[config.mk]
export PLATFORM = sky130hd
export DESIGN_NAME = sbus_frame_decoder_switch_events_core
export DESIGN_NICKNAME = d
export VERILOG_FILES = /design/src/rtl/core/sbfd_pkg.sv /design/src/rtl/core/sbfd_decode.sv /design/src/rtl/core/sbfd_frame_decoder_switch_events_core.sv
export SDC_FILE = /design/constraint.sdc
export NUM_CORES = 1
export LEC_CHECK = 0
export BUFFER_PORTS_ARGS = -buffer_cell sky130_fd_sc_hd__buf_2
export CAP_MARGIN = 20
export CORE_AREA = 3 3 279 213
export CTS_CLUSTER_DIAMETER = 80
export DETAILED_ROUTE_END_ITERATION = 16
export DIE_AREA = 0 0 282 216
export HOLD_SLACK_MARGIN = 0.06
export SLEW_MARGIN = 40
export SYNTH_ARGS = -nofsm -noshare
export SYNTH_HDL_FRONTEND = slang
export SYNTH_SLANG_ARGS = --single-unit
export TNS_END_PERCENT = 5
[constraint.sdc]
create_clock -name i_clk -period 7.2 [get_ports i_clk]
set_input_delay 0.72 -clock i_clk [delete_from_list [all_inputs] [get_ports i_clk]]
set_output_delay 0.72 -clock i_clk [all_outputs]
set_load 0.03 [all_outputs]
[src/rtl/core/sbfd_pkg.sv]
package sbfd_pkg;

    // Frame layout
    localparam int unsigned FRAME_LEN   = 25;
    localparam int unsigned STORE_BYTES = 12;   // header plus the 11 channel bytes
    localparam int unsigned CHAN_NUM    = 8;
    localparam int unsigned RAW_W       = 11;
    localparam int unsigned CHAN_W      = 12;
    localparam int unsigned KEY_W       = 10;
    localparam int unsigned COUNT_W     = 5;

    localparam logic [7:0]         HDR_BYTE  = 8'h0f;
    localparam logic [7:0]         END_BYTE  = 8'h00;
    localparam logic [COUNT_W-1:0] COUNT_MAX = 5'd31;
    localparam logic [COUNT_W-1:0] COUNT_LEN = 5'(FRAME_LEN);
    localparam logic [COUNT_W-1:0] COUNT_END = 5'(FRAME_LEN - 1);
    localparam logic [COUNT_W-1:0] COUNT_STO = 5'(STORE_BYTES);

    // Key bit positions
    localparam int unsigned KEY_A_UP   = 0;
    localparam int unsigned KEY_A_DOWN = 1;
    localparam int unsigned KEY_A_MID  = 2;
    localparam int unsigned KEY_B_UP   = 3;
    localparam int unsigned KEY_B_DOWN = 4;
    localparam int unsigned KEY_C_UP   = 5;
    localparam int unsigned KEY_C_DOWN = 6;
    localparam int unsigned KEY_D_UP   = 7;
    localparam int unsigned KEY_D_DOWN = 8;
    localparam int unsigned KEY_D_MID  = 9;

    // Register map
    typedef enum logic [1:0] {
        CFG_CHAN_OFFSET = 2'd0,
        CFG_LOW_LIMIT   = 2'd1,
        CFG_HIGH_LIMIT  = 2'd2,
        CFG_DEADZONE    = 2'd3
    } t_cfg_idx;

    typedef struct packed {
        logic        [10:0] chan_offset;
        logic signed [11:0] low_limit;
        logic signed [11:0] high_limit;
        logic        [9:0]  deadzone;
    } t_cfg;

    localparam t_cfg CFG_RESET = '{
        chan_offset: 11'd1024,
        low_limit:   -12'sd672,
        high_limit:  12'sd672,
        deadzone:    10'd50
    };

    // Switch position
    typedef enum logic [1:0] {
        SW_UP   = 2'd0,
        SW_MID  = 2'd1,
        SW_DOWN = 2'd2
    } t_sw_pos;

    typedef struct packed {
        t_sw_pos a;
        t_sw_pos b;
        t_sw_pos c;
        t_sw_pos d;
    } t_sw_state;

    typedef logic [STORE_BYTES-1:0][7:0] t_frame_bytes;

    typedef struct packed {
        logic [7:0] rx_byte;
        logic       line_idle;
    } t_in_item;

    typedef struct packed {
        logic signed [CHAN_W-1:0] chan_0;
        logic signed [CHAN_W-1:0] chan_1;
        logic signed [CHAN_W-1:0] chan_2;
        logic signed [CHAN_W-1:0] chan_3;
        logic signed [CHAN_W-1:0] chan_4;
        logic signed [CHAN_W-1:0] chan_5;
        logic signed [CHAN_W-1:0] chan_6;
        logic signed [CHAN_W-1:0] chan_7;
        logic        [KEY_W-1:0]  key_flags;
    } t_out_item;

endpackage

[src/rtl/core/sbfd_decode.sv]
module sbfd_decode
    import sbfd_pkg::*;
(
    input  t_frame_bytes i_frame,
    input  logic [7:0]   i_last_byte,
    input  t_cfg         i_cfg,
    input  t_sw_state    i_prev,
    output logic         o_frame_ok,
    output t_out_item    o_item,
    output t_sw_state    o_next
);

    logic [8*(STORE_BYTES-1)-1:0]    payload;
    logic signed [CHAN_W-1:0]        chan [CHAN_NUM];
    logic signed [CHAN_W:0]          lo_thr;
    logic signed [CHAN_W:0]          hi_thr;
    t_sw_pos                         pos [4];
    logic [KEY_W-1:0]                keys;

    function automatic t_sw_pos classify(
        input logic signed [CHAN_W-1:0] v,
        input logic signed [CHAN_W:0]   lo,
        input logic signed [CHAN_W:0]   hi
    );
        logic signed [CHAN_W:0] vx;
        vx = {v[CHAN_W-1], v};
        if (vx <= lo) begin
            return SW_UP;
        end else if (vx >= hi) begin
            return SW_DOWN;
        end
        return SW_MID;
    endfunction

    // Header and end marker
    assign o_frame_ok = (i_frame[0] == HDR_BYTE) && (i_last_byte == END_BYTE);

    // Channel bits are packed LSB first from byte 1 on
    always_comb begin
        for (int b = 1; b < STORE_BYTES; b++) begin
            payload[8*(b-1) +: 8] = i_frame[b];
        end
    end

    // Unpack and remove offset
    always_comb begin
        for (int i = 0; i < CHAN_NUM; i++) begin
            chan[i] = $signed({1'b0, payload[RAW_W*i +: RAW_W]})
                    - $signed({1'b0, i_cfg.chan_offset});
        end
    end

    // Switch thresholds, limits widened by one bit
    assign lo_thr = $signed({i_cfg.low_limit[CHAN_W-1], i_cfg.low_limit})
                  + $signed({3'b000, i_cfg.deadzone});
    assign hi_thr = $signed({i_cfg.high_limit[CHAN_W-1], i_cfg.high_limit})
                  - $signed({3'b000, i_cfg.deadzone});

    always_comb begin
        for (int s = 0; s < 4; s++) begin
            pos[s] = classify(chan[4+s], lo_thr, hi_thr);
        end
    end

    // Key events from previous and new positions
    always_comb begin
        keys = '0;
        priority if (i_prev.a == SW_MID && pos[0] == SW_UP) begin
            keys[KEY_A_UP] = 1'b1;
        end else if (i_prev.a == SW_MID && pos[0] == SW_DOWN) begin
            keys[KEY_A_DOWN] = 1'b1;
        end else if (pos[0] == SW_MID) begin
            keys[KEY_A_MID] = 1'b1;
        end
        priority if (i_prev.b == SW_DOWN && pos[1] == SW_UP) begin
            keys[KEY_B_UP] = 1'b1;
        end else if (i_prev.b == SW_UP && pos[1] == SW_DOWN) begin
            keys[KEY_B_DOWN] = 1'b1;
        end
        priority if (i_prev.c == SW_DOWN && pos[2] == SW_UP) begin
            keys[KEY_C_UP] = 1'b1;
        end else if (i_prev.c == SW_UP && pos[2] == SW_DOWN) begin
            keys[KEY_C_DOWN] = 1'b1;
        end
        priority if (i_prev.d == SW_MID && pos[3] == SW_UP) begin
            keys[KEY_D_UP] = 1'b1;
        end else if (i_prev.d == SW_MID && pos[3] == SW_DOWN) begin
            keys[KEY_D_DOWN] = 1'b1;
        end else if (pos[3] == SW_MID) begin
            keys[KEY_D_MID] = 1'b1;
        end
    end

    assign o_next = '{a: pos[0], b: pos[1], c: pos[2], d: pos[3]};

    assign o_item = '{
        chan_0:    chan[0],
        chan_1:    chan[1],
        chan_2:    chan[2],
        chan_3:    chan[3],
        chan_4:    chan[4],
        chan_5:    chan[5],
        chan_6:    chan[6],
        chan_7:    chan[7],
        key_flags: keys
    };

endmodule

[src/rtl/core/sbfd_frame_decoder_switch_events_core.sv]
// Serial frame decoder with switch key events. Each input item is one
// received byte, or a line-idle marker that closes the frame. Bytes are
// counted (saturating at 31) and the header and channel bytes kept in
// registers. At idle, a frame of exactly 25 bytes with header 0x0f and
// last byte 0x00 gives one result item: eight 12-bit signed channels
// (raw minus channel_offset) and a ten-bit key mask built from the old
// and new positions of switches A to D. Any other frame gives nothing
// and leaves the switch positions alone. One item is taken every cycle;
// the decode is a single combinational pass from the byte registers into
// the output register, so a result shows in the cycle after its idle item.
// Input stalls only while a finished result sits stalled at the output.
// Configuration is written over the APB port at byte addresses 0, 4, 8, 12.
module sbus_frame_decoder_switch_events_core
    import sbfd_pkg::*;
(
    input  logic        i_clk,
    input  logic        i_rst_n,
    // input channel
    input  logic        i_in_valid,
    output logic        o_in_stall,
    input  t_in_item    i_in_item,
    // output channel
    output logic        o_out_valid,
    input  logic        i_out_stall,
    output t_out_item   o_out_item,
    // configuration
    input  logic        psel,
    input  logic        penable,
    input  logic        pwrite,
    input  logic [3:0]  paddr,
    input  logic [31:0] pwdata,
    output logic [31:0] prdata,
    output logic        pready
);

    t_cfg               r_cfg;
    t_frame_bytes       r_frame;
    logic [7:0]         r_last_byte;
    logic [COUNT_W-1:0] r_count;
    t_sw_state          r_sw;
    logic               r_out_valid;
    t_out_item          r_out_item;

    logic               in_accept;
    logic               cfg_write;
    t_cfg_idx           cfg_idx;
    logic               frame_ok;
    logic               emit;
    t_out_item          dec_item;
    t_sw_state          dec_next;

    assign o_in_stall = r_out_valid & i_out_stall;
    assign in_accept  = i_in_valid & ~o_in_stall;
    assign pready     = 1'b1;
    assign cfg_write  = psel & penable & pwrite & pready;
    assign cfg_idx    = t_cfg_idx'(paddr[3:2]);

    // Configuration registers
    always_ff @(posedge i_clk) begin
        if (!i_rst_n) begin
            r_cfg <= CFG_RESET;
        end else if (cfg_write) begin
            unique case (cfg_idx)
                CFG_CHAN_OFFSET: r_cfg.chan_offset <= pwdata[10:0];
                CFG_LOW_LIMIT:   r_cfg.low_limit   <= $signed(pwdata[11:0]);
                CFG_HIGH_LIMIT:  r_cfg.high_limit  <= $signed(pwdata[11:0]);
                CFG_DEADZONE:    r_cfg.deadzone    <= pwdata[9:0];
            endcase
        end
    end

    // Register readback
    always_comb begin
        unique case (cfg_idx)
            CFG_CHAN_OFFSET: prdata = {21'b0, r_cfg.chan_offset};
            CFG_LOW_LIMIT:   prdata = {20'b0, r_cfg.low_limit};
            CFG_HIGH_LIMIT:  prdata = {20'b0, r_cfg.high_limit};
            CFG_DEADZONE:    prdata = {22'b0, r_cfg.deadzone};
        endcase
    end

    // Byte store: header and channel bytes, plus the last byte
    always_ff @(posedge i_clk) begin
        if (in_accept && !i_in_item.line_idle) begin
            if (r_count < COUNT_STO) begin
                r_frame[r_count[3:0]] <= i_in_item.rx_byte;
            end
            if (r_count == COUNT_END) begin
                r_last_byte <= i_in_item.rx_byte;
            end
        end
    end

    // Byte counter, saturating; cleared on idle
    always_ff @(posedge i_clk) begin
        if (!i_rst_n) begin
            r_count <= '0;
        end else if (in_accept) begin
            if (i_in_item.line_idle) begin
                r_count <= '0;
            end else if (r_count < COUNT_MAX) begin
                r_count <= r_count + 5'd1;
            end
        end
    end

    sbfd_decode u_decode (
        .i_frame     (r_frame),
        .i_last_byte (r_last_byte),
        .i_cfg       (r_cfg),
        .i_prev      (r_sw),
        .o_frame_ok  (frame_ok),
        .o_item      (dec_item),
        .o_next      (dec_next)
    );

    assign emit = in_accept && i_in_item.line_idle && (r_count == COUNT_LEN) && frame_ok;

    // Switch positions
    always_ff @(posedge i_clk) begin
        if (!i_rst_n) begin
            r_sw <= '{a: SW_MID, b: SW_DOWN, c: SW_DOWN, d: SW_MID};
        end else if (emit) begin
            r_sw <= dec_next;
        end
    end

    // Output register
    always_ff @(posedge i_clk) begin
        if (!i_rst_n) begin
            r_out_valid <= 1'b0;
        end else if (emit) begin
            r_out_valid <= 1'b1;
        end else if (!i_out_stall) begin
            r_out_valid <= 1'b0;
        end
    end

    always_ff @(posedge i_clk) begin
        if (emit) begin
            r_out_item <= dec_item;
        end
    end

    assign o_out_valid = r_out_valid;
    assign o_out_item  = r_out_item;

endmodule
==> results.md <==
* Status: finished clean
* Max Root-Sink Buffers at 3
* Vias in the first global route at 11939
* Dpl hpwl at 36500 um
* Slew headroom at 35.9%
* Worst path slowest cell: inv_1
* Worst path cell trace: inv_1, ha_1, nor2b_1, o31ai_1, a21oi_1, o21ai_0, nand2b_1, a21oi_1, ha_1, and4_1, nand3_1, o41ai_1, nor3_1, a2111oi_2, nor4b_1
* Skew-Pair Late Insertion Delay at 570 ps
* Initial antenna violation count at 2
* PD cells at 187 nW/um^2
* Pin count of the biggest net entering global routing at 60
* Ys flop type: edfxtp_1
* Row cnt at 76
* Max Slew Vio Count at 0
* Post-Syn Area per Cell at 10.7 um^2
* Die Footprint at 60900 um^2
* Final core utilization at 33.3%
* EDFF count, synth at 210
* Initial Util at 28.8%
* Antenna Cells at 0
* Post-synthesis simple-gate area fraction at 14.0%
* WP buf/inv at 1
* Register-to-register path setup slack at 2180 ps
* Final Cell Area at 19000 um^2
* Worst-case clock skew at 18.4 ps
* Post-DP Area at 18000 um^2
* Peak VDD IR at 128 uV
* Yosys cell types at 85
* Initial DRT Pass Iterations at 5
* Flops & latches, synth at 269
* Leak Pwr at 7.63 nW
* DRC at 0
* Synth Area in Compound Gates at 14.5%
* CTS buffer count at 29
* Port buffer count at 149
* Largest family of logic cells by synthesized area: adder cells
* Kind of start point of the critical path: flop
* TNS Setup at 0 ps
* TritonCTS clock tree: built
* Post-synthesis xor/xnor area fraction at 3.46%
* Die Ht at 216 um
* Gp weighted congestion at 0.875
* RSZ-0062 raised after global routing: false
* Hold Violations, Final at 0
* Worst hold path class: in2reg
* Hold-fix buffers, CTS at 0
* Post-CTS setup buffer count at 0
* Die width at 282 um
* CP endpoint kind: flop
* Syn Inst Count at 1530
* Grt ovf at 0
* IO Count at 193
* Syn. warnings at 0
* Actual slew at the worst max-slew pin at 954 ps
* Clock transition at the registers of the reported paths at 60 ps
* Fin nets at 1950
* CP Class: reg2reg
* Share of cells above drive strength 1 at 13.5%
* Post-route ant nets at 0
* Asr flop ratio synth at 0%
* WL/cell at 19.9 um
* First-pass GRT wire length at 72400 um
* Synth Area in Adders at 16.6%
* Total Power at 3.55 mW
* Max Fclk at 0.199 GHz
* Post-CTS sizing at 0
* Vias per cell at 5.06
* Clock sinks at 269
* Mapped Area at 16400 um^2
* Crit share post-route at 69.7%
* GRT Total Usage at 15.7%
* MaxCap Viol Count at 0
* Syn-to-layout area delta at 15.3%
* Worst EP arrival at 5300 ps
* Register area share after synthesis at 45.6%
* Total length of routed wires at 48900 um
* Initial DRC Count at 889
* Root buf cell: clkbuf_16
* Fin crit period at 5020 ps
* Endpoints failing setup at 0
* Maximum fanout along the worst path at 11
* Mux contribution to synthesized area at 1.80%
* Largest stage delay, worst path at 570 ps
* Vias at 12397
* Htree depth at 1
* Core area at 57000 um^2
* Crit path required time at 7480 ps
* Critical path's top delay family: compound AO/OA/AOI/OAI gates
## placed cells by master, fill, tap and decap left out, types with 23 or more instances in the layout
master,netlist,routed
edfxtp_1,210,210
ha_1,200,200
nand2_1,157,157
buf_2,2,149
inv_1,100,99
nor2_1,97,97
a21oi_1,67,67
o21ai_0,67,66
dfxtp_1,59,59
a21boi_0,58,58
xnor2_1,39,37
a21o_1,37,37
nor2b_1,36,36
nand2b_1,32,32
nand3_1,30,30
clkbuf_16,0,29
xor2_1,26,26
o21a_1,24,24
nor3_1,24,23
## final timing paths
check | start | end | cells past startpoint
hold / removal | pwdata[11] | r_cfg[33] | 3
hold reg to reg | r_cfg[37] | r_cfg[37] | 2
setup reg to reg | r_cfg[35] | o_out_item[8] | 15
setup / recovery | r_cfg[35] | o_out_item[8] | 15
## flip-flops by register name, summed over array words and instances (netlist names)
| signal | count |
|---|---|
| o_out_item | 106 |
| r_frame | 96 |
| r_cfg | 45 |
| r_last_byte | 8 |
| r_sw | 8 |
| r_count | 5 |
| o_out_valid | 1 |
## worst reg2reg max path, stage by stage (launching register included)
cell,delay [ps]
dfxtp_1,310
inv_1,570
ha_1,350
nor2b_1,140
o31ai_1,380
a21oi_1,160
o21ai_0,530
nand2b_1,110
a21oi_1,540
ha_1,350
and4_1,220
nand3_1,110
o41ai_1,260
nor3_1,100
a2111oi_2,500
nor4b_1,120
## cell families (layout without fill, tap and decap cells)
kind of cell,count (synthesis),after routing
multiplexers,17,17
AND/OR/NAND/NOR,470,470
XOR/XNOR,65,65
AO/OA/AOI/OAI,346,346
flip-flops,269,269
adder cells (fa/ha/maj),213,213
other,2,21
buffers and inverters,148,308
## cell type report
type	instances	area, um^2
well taps	741	927
fillers	5641	38000
flip-flops and latches	269	7490
repair buffers	155	791
multi-input cells	1132	8400
clock inverters	18	225
clock buffers	34	744
inverters	101	382
## through the flow
stage | worst slack [ps] | hold WS [ps] | std cells
final | 2180 | 388 | 2450
after global routing | 1800 | 406 | 2450
after CTS | 2160 | 363 | 2450
after detailed placement | 2200 | 486 | 2398
after global placement | 2260 | 471 | 2398
after floorplan | 2900 | 453 | 1549
## cell usage after synthesis, types with 20 or more instances
master | instances | area, um^2
a21o_1 | 37 | 278
xor2_1 | 26 | 228
o21a_1 | 24 | 180
o21ai_0 | 67 | 335
nor2b_1 | 36 | 225
nor2_1 | 97 | 364
nand3_1 | 30 | 150
edfxtp_1 | 210 | 6310
clkbuf_1 | 20 | 75.1
nand2_1 | 157 | 589
buf_4 | 21 | 158
xnor2_1 | 39 | 342
dfxtp_1 | 59 | 1180
nand2b_1 | 32 | 200
nor3_1 | 24 | 120
a21boi_0 | 58 | 435
inv_1 | 100 | 375
a21oi_1 | 67 | 335
ha_1 | 200 | 2500
## layer usage
metal  up-vias  GRT usage, %  part of all wire, %
li1       5888             -                    -
met1      6106          24.1                   51
met2       356          23.2                   42
met3        47          2.37                  5.9
met4         0          3.05                  1.7
met5         -             0                    0
## power by group
group	internal (mW)	switching, mW	total (mW)
Clock	0.918	0.644	1.56
Combinational	0.106	0.198	0.304
Sequential	1.67	0.00646	1.68
Total	2.70	0.849	3.55
(Power assumes the default switching activity.)
